--- src/hdl/ptdg_pkg.sv ---
// Shared constants, types and the seed table of the trial-division prime generator.
`default_nettype none

package ptdg_pkg;

    // Sizes of the prime table and of the value fields.
    localparam int VALUE_WIDTH = 32;
    localparam int TABLE_DEPTH = 1024;
    localparam int ADDR_WIDTH  = $clog2(TABLE_DEPTH);
    localparam int INDEX_WIDTH = ADDR_WIDTH + 1;

    // A candidate may run two past the largest value, so it carries one extra bit.
    localparam int CAND_WIDTH  = VALUE_WIDTH + 1;

    // The divider retires one quotient bit per cycle over the whole candidate.
    localparam int DIV_STEPS   = CAND_WIDTH;
    localparam int STEP_WIDTH  = $clog2(DIV_STEPS + 1);

    localparam logic [INDEX_WIDTH-1:0] TABLE_DEPTH_IDX = INDEX_WIDTH'(TABLE_DEPTH);
    localparam logic [INDEX_WIDTH-1:0] SEED_COUNT      = INDEX_WIDTH'(3);
    localparam logic [CAND_WIDTH-1:0]  FIRST_ODD_CAND  = CAND_WIDTH'(7);
    localparam logic [VALUE_WIDTH-1:0] LIMIT_RESET     = VALUE_WIDTH'(100);

    // Status that the divider hands back to the sequencer.
    typedef struct packed {
        logic done;
        logic rem_zero;
        logic quot_small;
    } div_status_t;

    // The first three primes, given without any search.
    function automatic logic [VALUE_WIDTH-1:0] seed_prime(input logic [1:0] sel);
        logic [VALUE_WIDTH-1:0] result;
        begin
            case (sel)
                2'd0:    result = VALUE_WIDTH'(2);
                2'd1:    result = VALUE_WIDTH'(3);
                default: result = VALUE_WIDTH'(5);
            endcase
            return result;
        end
    endfunction

endpackage

`default_nettype wire

--- src/hdl/ptdg_divider.sv ---
// Radix-2 restoring divider: one quotient bit per cycle, quotient shifted into the dividend register.
`default_nettype none

module ptdg_divider
(
    input  wire logic                               clk,
    input  wire logic                               rst_n,
    input  wire logic                               start,
    input  wire logic [ptdg_pkg::CAND_WIDTH-1:0]    dividend,
    input  wire logic [ptdg_pkg::VALUE_WIDTH-1:0]   divisor,
    output      ptdg_pkg::div_status_t              status
);
    import ptdg_pkg::*;

    logic [VALUE_WIDTH-1:0] rem_reg,  rem_next;
    logic [CAND_WIDTH-1:0]  dq_reg,   dq_next;
    logic [VALUE_WIDTH-1:0] dvs_reg,  dvs_next;
    logic [STEP_WIDTH-1:0]  cnt_reg,  cnt_next;
    logic                   busy_reg, busy_next;

    logic [CAND_WIDTH-1:0]  partial;
    logic [CAND_WIDTH:0]    diff;
    logic                   fits;

    // Bring down the next dividend bit and try the subtraction.
    assign partial = {rem_reg, dq_reg[CAND_WIDTH-1]};
    assign diff    = {1'b0, partial} - {2'b00, dvs_reg};
    assign fits    = ~diff[CAND_WIDTH];

    // Step sequencing: load on start, shift while counting down, stop when the count is spent.
    always_comb
    begin
        rem_next  = rem_reg;
        dq_next   = dq_reg;
        dvs_next  = dvs_reg;
        cnt_next  = cnt_reg;
        busy_next = busy_reg;
        if (start)
        begin
            rem_next  = '0;
            dq_next   = dividend;
            dvs_next  = divisor;
            cnt_next  = STEP_WIDTH'(DIV_STEPS);
            busy_next = 1'b1;
        end
        else if (busy_reg)
        begin
            if (cnt_reg != '0)
            begin
                rem_next = fits ? diff[VALUE_WIDTH-1:0] : partial[VALUE_WIDTH-1:0];
                dq_next  = {dq_reg[CAND_WIDTH-2:0], fits};
                cnt_next = cnt_reg - STEP_WIDTH'(1);
            end
            else
            begin
                busy_next = 1'b0;
            end
        end
    end

    always_ff @(posedge clk or negedge rst_n)
    begin
        if (!rst_n)
        begin
            busy_reg <= 1'b0;
            cnt_reg  <= '0;
        end
        else
        begin
            busy_reg <= busy_next;
            cnt_reg  <= cnt_next;
        end
    end

    always_ff @(posedge clk)
    begin
        rem_reg <= rem_next;
        dq_reg  <= dq_next;
        dvs_reg <= dvs_next;
    end

    // A quotient below the divisor means divisor squared exceeds the dividend.
    assign status.done       = busy_reg && (cnt_reg == '0);
    assign status.rem_zero   = (rem_reg == '0);
    assign status.quot_small = (dq_reg < {1'b0, dvs_reg});

endmodule

`default_nettype wire

--- config.mk ---
export PLATFORM = sky130hd
export DESIGN_NAME = ptdg_divider
export DESIGN_NICKNAME = d
export VERILOG_FILES = /design/src/hdl/ptdg_pkg.sv /design/src/hdl/ptdg_divider.sv
export SDC_FILE = /design/constraint.sdc
export NUM_CORES = 1
export LEC_CHECK = 0
export ABC_CLOCK_PERIOD_IN_PS = 8230
export CAP_MARGIN = 20
export CELL_PAD_IN_SITES_DETAIL_PLACEMENT = 1
export CELL_PAD_IN_SITES_GLOBAL_PLACEMENT = 2
export CORE_MARGIN = 1
export CORE_UTILIZATION = 40
export CTS_CLUSTER_SIZE = 16
export DETAILED_ROUTE_END_ITERATION = 12
export DONT_BUFFER_PORTS = 1
export GPL_ROUTABILITY_DRIVEN = 0
export GPL_TIMING_DRIVEN = 0
export PLACE_DENSITY_LB_ADDON = 0.1
export SLEW_MARGIN = 20
export SYNTH_ARGS = -nofsm -noshare
export SYNTH_HDL_FRONTEND = slang
export SYNTH_SLANG_ARGS = --single-unit
--- constraint.sdc ---
create_clock -name clk -period 8.23 [get_ports clk]
set_input_delay 0.823 -clock clk [delete_from_list [all_inputs] [get_ports clk]]
set_output_delay 0.823 -clock clk [all_outputs]
set_load 0.1 [all_outputs]
==> out/qor.csv, run 1 <==
stage;metric;value;unit
power_and_ir_drop;clock_power_share;0.179;
power_and_ir_drop;p_int;1.56;mW
sta;drv_slew;0;
global_route;grt_first_pass_wirelength;30900;um
critical_path;startpoint_type;register;
synthesis;synth_top_family_by_area;compound AO/OA/AOI/OAI gates;
cts;numCtsBuffers;9;
sta;final-hold-violation-count;0;
synthesis;syn_avg_cell_area;10.2;sq um
power_and_ir_drop;switching_share;0.437;
sta;fmax;247;MHz
power_and_ir_drop;p_leak;3.20;nW
cts;clk_pin_slew_worst_paths;0.08;ns
placed_design;dp_worst_setup_slack;4.50;ns
critical_path;cp.required;7.41;ns
final_layout;mostFrequentLayoutCells;ha_1, edfxtp_1, nand2_1;
power_and_ir_drop;ir_drop;165;uV
critical_path;end_kind;output port;
global_route;grt_max_degree;34;
synthesis;muxShareOfSynthArea;0.0850;
sta;setup_tns;0;ns
floorplan;coreArea;16800;sq um
final_layout;final_core_util;0.453;
synthesis;seq_area_frac_synth;0.398;
drt;viasPerCell;5.80;
cts;postCtsSetupRepairBufs;0;
drt;drt-total-wl;19500;um
critical_path;arrival;3.23;ns
critical_path;r2r_setup_slack;4.86;ns
critical_path;slowest_delay;0.72;ns
cts;insertion_delay;0.35;ns
final_layout;nFillCells;1873;
final_layout;drive_gt1_frac;0.116;
final_layout;nets;828;
placed_design;place_hpwl;15400;um
drt;drt_iter0_drc;234;
power_and_ir_drop;seq_power_share;0.298;
final_layout;n_antenna_cell;0;
synthesis;yosys.area_share.simple;0.131;
floorplan;die_h;134;um
synthesis;synthAdderAreaFrac;0.120;
sta;period_share;0.493;
global_route;grt_overflow;0;
drt;vias;5330;
critical_path;critPathKind;reg -> out;
synthesis;synth_edf_count;65;
placed_design;portBuffers;0;
hold_path;hold_class;in -> async;
cts;clock_path_buffers;2;
floorplan;die_x;134;um
power_and_ir_drop;power_frac_comb;0.523;
critical_path;crit_chain;inv_1 -> ha_1 -> a21o_1 -> a21o_1 -> a21o_1 -> a21o_1 -> a2111oi_0 -> o21ai_0 -> a31oi_4;
critical_path;path_common_cell;a21o_1;
sta;rsz0062_at_grt;false;
synthesis;ys.warnings.count;0;
global_route;track_usage;0.225;
sta;worst_slew_pin_slew;1.10;ns
synthesis;netlist-cell-type-count;69;
floorplan;ios;71;
synthesis;async_flop_share;0.0673;
critical_path;critPathMaxFanout;3;
drt;ant_nets;0;
global_route;antenna_found_initial;0;
sta;maxSlewHeadroom;0.265;
floorplan;die_area;17900;sq um
synthesis;synth_cells;683;
final_layout;fin_area;7600;sq um
cts;htree_levels;3;
floorplan;start_util;0.415;
cts;cts_resized;0;
synthesis;synth_compound_area_frac;0.188;
critical_path;crit_path_top_delay_cell;a31oi_4;
cts;cts_sinks;104;
drt;wire_per_inst;21.2;um
sta;fin_ws;4.18;ns
synthesis;syn-cell-area;6960;sq um
synthesis;synth_nets;817;
floorplan;placementRows;47;
final_layout;largest_reg_flops;33;
final_layout;area_growth;9.19;%
drt;drcViolationCount;0;
power_and_ir_drop;switching_power;1.21;mW
synthesis;ys.flop_type;edfxtp_1;
synthesis;ys_ff_latch;104;
drt;firstDrtPassIters;4;
placed_design;post_dp_cell_area;7260;sq um
synthesis;synth_xor_area_frac;0.0340;
flow_run;maxCapViolCount;0;
cts;ctsHoldBuffers;0;
sta;setup-violations-final;0;
cts;cts_root_buf;clkbuf_16;
cts;cts_tree;built;
status;status;complete, no violations;
sta;fin_crit;4.05;ns
sta;clock_skew;0.0110;ns
power_and_ir_drop;power_density;365;nW/um^2
global_route;grt_pass1_vias;5699;
-- stage by stage --
step	hold WS, ns	std cells	power, mW
after floorplan	0.458	683	1.91
after detailed placement	0.485	903	2.29
final	0.154	919	2.78
after CTS	0.145	919	2.80
after global placement	0.473	903	2.23
after global routing	0.137	919	2.96
-- cells in the mapped netlist, types with 18 or more instances --
library cell,number,area share
a21o_1,28,0.030
a21oi_1,33,0.024
clkbuf_1,18,0.0097
dfxtp_1,32,0.092
edfxtp_1,65,0.28
ha_1,65,0.12
inv_1,42,0.023
mux2_2,33,0.053
mux2i_1,22,0.032
nand2_1,55,0.030
nor2_1,25,0.013
o21ai_0,21,0.015
o21ai_1,26,0.019
-- area by class of cell --
cell class	count	area, sq um	share of cell area
buffer	28	154	0.0203
clock buffer	9	225	0.0296
clock inverter	7	119	0.0156
inverter	42	158	0.0207
multi-input combinational	509	3900	0.513
sequential	104	2770	0.364
tap	220	275	0.0362
-- power by group through the flow --
stage | Sequential (mW) | Clock, mW | Combinational, mW
final | 0.828 | 0.497 | 1.45
after global routing | 0.846 | 0.525 | 1.59
after CTS | 0.829 | 0.510 | 1.46
after detailed placement | 0.838 | 0 | 1.45
after global placement | 0.833 | 0 | 1.40
after floorplan | 0.790 | 0 | 1.12
-- worst max-delay path: cells and delay by family, from the launching register on --
family / cells / cell delay, ns
buffers and inverters: 1 / 0.15
adder cells (fa/ha/maj): 1 / 0.26
AO/OA/AOI/OAI: 7 / 2.11
flip-flops: 1 / 0.37
-- cells by family after synthesis --
kind of cell / count (synthesis)
adders and majority gates: 66
AOI/OAI and AO/OA: 188
buffers and inverters: 70
xor gates and xnor gates: 27
muxes: 55
DFF: 104
and+or+nand+nor: 173
-- metal layers --
metal	wire, um	track usage	vias up	share of wire
li1	-	-	2585	-
met1	9770	0.317	2654	0.50
met2	8930	0.358	75	0.46
met3	532	0.0378	16	0.027
met4	250	0.0524	0	0.013
met5	0	0	-	0
-- path summary, 6_finish.rpt --
path                            start     endpoint  depth (start not counted)
min in group clk           rem_reg[9]   rem_reg[9]                          2
hold / removal                  rst_n   cnt_reg[1]                          0
hold reg to reg            rem_reg[9]   rem_reg[9]                          2
max in group asynchronous       rst_n     busy_reg                          0
setup / recovery           dvs_reg[1]    status[0]                          9
setup reg to reg           dq_reg[32]  rem_reg[26]                         12
Power figures use the tool's default switching activity.
==> inputs of run 2 (changes only) <==
ABC_CLOCK_PERIOD_IN_PS = 3340   (was 8230)
CORE_UTILIZATION = 38   (was 40)
clock period = 3.34 ns   (was 8.23 ns; I/O delays follow)
==> out/qor.csv, run 2 (synthesis gave the netlist of run 1 again) <==
stage;metric;value;unit
global_route;track_usage;0.223;
drt;vias;5322;
cts;cts_tree;built;
drt;firstDrtPassIters;4;
cts;cts_sinks;104;
drt;drcViolationCount;0;
sta;final-hold-violation-count;0;
floorplan;die_area;18900;sq um
drt;drt-total-wl;19900;um
sta;rsz0062_at_grt;true;
placed_design;dp.cells;912;
global_route;grt_max_degree;34;
cts;clk_pin_slew_worst_paths;0.07;ns
drt;wire_per_inst;21.3;um
power_and_ir_drop;switching_share;0.442;
flow_run;maxCapViolCount;0;
drt;ant_nets;0;
cts;htree_levels;3;
power_and_ir_drop;finalPower;6.87;mW
sta;fmax;307;MHz
final_layout;n_antenna_cell;0;
sta;fin_crit;3.25;ns
critical_path;end_kind;output port;
power_and_ir_drop;ir_drop;338;uV
cts;numCtsBuffers;9;
final_layout;drive_gt1_frac;0.138;
sta;whs;0.0671;ns
sta;maxSlewHeadroom;0.261;
drt;drt_iter0_drc;232;
hold_path;hold_class;in -> reg;
power_and_ir_drop;seq_power_share;0.298;
final_layout;regArea;2770;sq um
floorplan;die_h;137;um
status;status;complete, no violations;
critical_path;critPathKind;reg -> out;
floorplan;coreArea;18000;sq um
sta;drv_slew;0;
final_layout;mostFrequentLayoutCells;edfxtp_1, ha_1, nand2_1;
floorplan;start_util;0.387;
final_layout;layout_commonest_cell;edfxtp_1;
critical_path;cp.required;3.01;ns
cts;clock_path_buffers;2;
critical_path;r2r_setup_slack;0.16;ns
final_layout;final_cells;933;
power_and_ir_drop;switching_power;3.04;mW
power_and_ir_drop;power_frac_comb;0.533;
power_and_ir_drop;p_int;3.83;mW
floorplan;ios;71;
sta;clock_skew;0.00994;ns
final_layout;final_core_util;0.429;
power_and_ir_drop;p_leak;3.22;nW
sta;period_share;0.974;
sta;setup_tns;0;ns
floorplan;die_x;137;um
final_layout;area_growth;10.7;%
critical_path;arrival;2.92;ns
floorplan;placementRows;49;
critical_path;startpoint_type;register;
final_layout;nFillCells;2000;
global_route;grt_pass1_vias;5534;
power_and_ir_drop;clock_power_share;0.169;
drt;viasPerCell;5.70;
global_route;antenna_found_initial;0;
final_layout;multi_input_area;3980;sq um
sta;setup-violations-final;0;
global_route;grt_overflow;0;
critical_path;critPathMaxFanout;2;
global_route;grt_first_pass_wirelength;31100;um
placed_design;portBuffers;0;
sta;worst_slew_pin_slew;1.11;ns
power_and_ir_drop;power_density;892;nW/um^2
final_layout;largest_reg_flops;33;
cts;cts_root_buf;clkbuf_16;
cts;insertion_delay;0.36;ns
placed_design;place_hpwl;15600;um
final_layout;nets;833;
run 2: cell count changes in the layout (fill, tap and decap cells not counted), moves of 2 or more:
cell and delta:
a211oi_1 -3, a211oi_2 +3, buf_4 +4, inv_1 -2, inv_2 +2, o21ai_2 +2
run 2: final timing paths:
check / start / end / cells past startpoint
max: dq_reg[26] / status[0] / 9
min: divisor[8] / dvs_reg[8] / 0
max reg2reg: dvs_reg[26] / dq_reg[0] / 13
min reg2reg: rem_reg[18] / rem_reg[18] / 2
max in group asynchronous: rst_n / cnt_reg[5] / 1
min in group asynchronous: rst_n / busy_reg / 1
run 2: through the flow:
stage | area, sq um | setup WS, ns
5_1_grt | 7700 | -0.000489
3_3_place_gp | 7250 | -0.212
4_1_cts | 7640 | 0.0162
2_1_floorplan | 6970 | 0.194
6_report | 7700 | 0.0862
3_5_place_dp | 7270 | -0.0106
run 2: what timing repair did:
item / in CTS / in global routing
resized for setup: 12 / 4
hold buffers: 1 / 0
pin swaps: 4 / 15
endpoints found under the setup margin: 3 / 3
setup buffers: 0 / 4
endpoints found under the hold margin: 7 / 0
run 2: routing by layer:
layer	vias up	part of all wire	track usage
met1	2613	0.49	0.315
li1	2593	-	-
met3	23	0.032	0.0320
met2	93	0.46	0.348
met5	-	0	0
met4	0	0.019	0.0720
run 2: layout make-up:
type,instances,share of cell area
multi-input combinational,509,0.516
sequential,104,0.359
tap,229,0.0372
clock buffer,11,0.0315
inverter,42,0.0205
buffer,28,0.0200
clock inverter,5,0.0102
timing repair buffer,5,0.00520
run 2: critical path, cell delays in order (launching register included):
cell	delay, ns
edfxtp_1	0.44
ha_4	0.24
a21o_1	0.17
a21o_1	0.16
a21o_1	0.17
a21o_1	0.17
a21o_1	0.19
a211oi_2	0.26
o31ai_2	0.12
a31oi_4	0.63
run 2: power groups by stage:
stage          Combinational (mW)  Clock, mW  Sequential, mW
5_1_grt                      4.00       1.23            2.09
4_1_cts                      3.65       1.19            2.04
6_report                     3.66       1.16            2.04
3_3_place_gp                 3.39          0            2.06
2_1_floorplan                2.69          0            1.95
3_5_place_dp                 3.57          0            2.07
==> inputs of run 3 (changes only) <==
CELL_PAD_IN_SITES_DETAIL_PLACEMENT = not set   (was 1)
CELL_PAD_IN_SITES_GLOBAL_PLACEMENT = not set   (was 2)
CORE_UTILIZATION = 40   (was 38)
PLACE_DENSITY_LB_ADDON = not set   (was 0.1)
==> out/qor.csv, run 3 (synthesis gave the netlist of run 1 again) <==
stage;metric;value;unit
global_route;grt_max_degree;34;
hold_path;hold_class;in -> reg;
sta;worst_slew_pin_slew;1.12;ns
floorplan;ios;71;
global_route;grt_pass1_vias;5155;
critical_path;critPathMaxFanout;2;
drt;drcViolationCount;0;
floorplan;start_util;0.415;
cts;cts_root_buf;clkbuf_16;
final_layout;mostFrequentLayoutCells;ha_1, edfxtp_1, nand2_1;
power_and_ir_drop;p_leak;3.20;nW
hold_path;hold_path_depth;0;
sta;final-hold-violation-count;0;
critical_path;critPathKind;reg -> out;
cts;clk_pin_slew_worst_paths;0.08;ns
final_layout;nFillCells;1583;
global_route;grt_overflow;0;
sta;period_share;0.976;
floorplan;coreArea;16800;sq um
final_layout;nets;831;
power_and_ir_drop;ir_drop;524;uV
drt;drt_iter0_drc;443;
sta;whs;0.0773;ns
drt;firstDrtPassIters;4;
drt;vias;5280;
final_layout;drive_gt1_frac;0.132;
floorplan;die_area;17900;sq um
cts;htree_levels;3;
final_layout;n_antenna_cell;0;
flow_run;maxCapViolCount;0;
cts;insertion_delay;0.35;ns
sta;fmax;307;MHz
critical_path;startpoint_type;register;
placed_design;portBuffers;0;
global_route;track_usage;0.197;
global_route;antenna_found_initial;0;
sta;fin_crit;3.26;ns
cts;cts_sinks;104;
floorplan;placementRows;47;
power_and_ir_drop;power_density;867;nW/um^2
placed_design;place_hpwl;13400;um
sta;clock_skew;0.0131;ns
floorplan;die_x;134;um
critical_path;end_kind;output port;
global_route;grt_first_pass_wirelength;27600;um
status;status;complete, no violations;
critical_path;cp.required;3.01;ns
floorplan;die_h;134;um
drt;drt-total-wl;17200;um
drt;ant_nets;0;
final_layout;area_growth;9.55;%
final_layout;final_core_util;0.455;
sta;drv_slew;0;
cts;cts_tree;built;
sta;setup_tns;0;ns
drt;wire_per_inst;18.7;um
drt;viasPerCell;5.73;
final_layout;largest_reg_flops;33;
sta;setup-violations-final;0;
sta;rsz0062_at_grt;false;
cts;numCtsBuffers;9;
critical_path;arrival;2.93;ns
sta;maxSlewHeadroom;0.253;
cts;clock_path_buffers;2;
critical_path;r2r_cells;13;
==> run 3: cell type report <==
cell class / instances / area (sq um) / share of cell area
Timing Repair Buffer: 3 / 25.0 / 0.00328
Sequential cell: 104 / 2770 / 0.363
Multi-Input combinational cell: 509 / 3950 / 0.519
Buffer: 28 / 154 / 0.0202
Tap cell: 220 / 275 / 0.0361
Inverter: 42 / 158 / 0.0207
Clock inverter: 6 / 52.6 / 0.00689
Clock buffer: 10 / 239 / 0.0313
==> run 3: per-stage QoR <==
step / worst slack [ns] / total power, mW / instance area (sq um) / std cells
after global placement: -0.172 / 5.32 / 7240 / 903
after floorplan: 0.194 / 4.63 / 6970 / 683
after detailed placement: 0.160 / 5.50 / 7260 / 903
after CTS: 0.0230 / 6.56 / 7570 / 920
after global routing: 0.00570 / 7.04 / 7620 / 922
final: 0.0802 / 6.61 / 7620 / 922
==> run 3: final timing paths <==
check	slack, ns	endpoint	from
worst max-delay path	0.08	status[0]	dq_reg[1]
worst min-delay path	0.08	dvs_reg[25]	divisor[25]
worst max register to register	0.16	rem_reg[26]	dq_reg[32]
worst min register to register	0.49	rem_reg[10]	rem_reg[10]
max in group asynchronous	2.75	cnt_reg[1]	rst_n
min in group asynchronous	0.33	busy_reg	rst_n
==> run 3: per-layer routing <==
metal  vias up  track usage  part of all wire
li1       2592            -                 -
met1      2549        0.278              0.49
met2       131        0.312              0.46
met3         8       0.0340             0.046
met4         0       0.0461            0.0071
met5         -            0                 0
==> run 3: what timing repair did <==
item                                    CTS  global route
endpoints found under the hold margin     7             0
buffers inserted                          0             2
hold buffers                              1             0
pin swaps                                 2             4
endpoints found under the setup margin    1             5
gates resized for setup                   6             7
==> run 3: critical path: stages, from the launching register on <==
cell       delay, ns
edfxtp_1        0.40
ha_1            0.31
a21o_1          0.16
a21o_1          0.17
a21o_1          0.17
a21o_1          0.21
a2111oi_4       0.36
o21ai_2         0.14
a31oi_4         0.66
==> run 3: power breakdown <==
group / leakage (nW) / internal (mW) / switching, mW / total (mW)
registers: 1.01 / 1.73 / 0.305 / 2.04
clock network: 0.145 / 0.538 / 0.488 / 1.03
logic: 2.05 / 1.41 / 2.15 / 3.55
total: 3.20 / 3.67 / 2.94 / 6.61
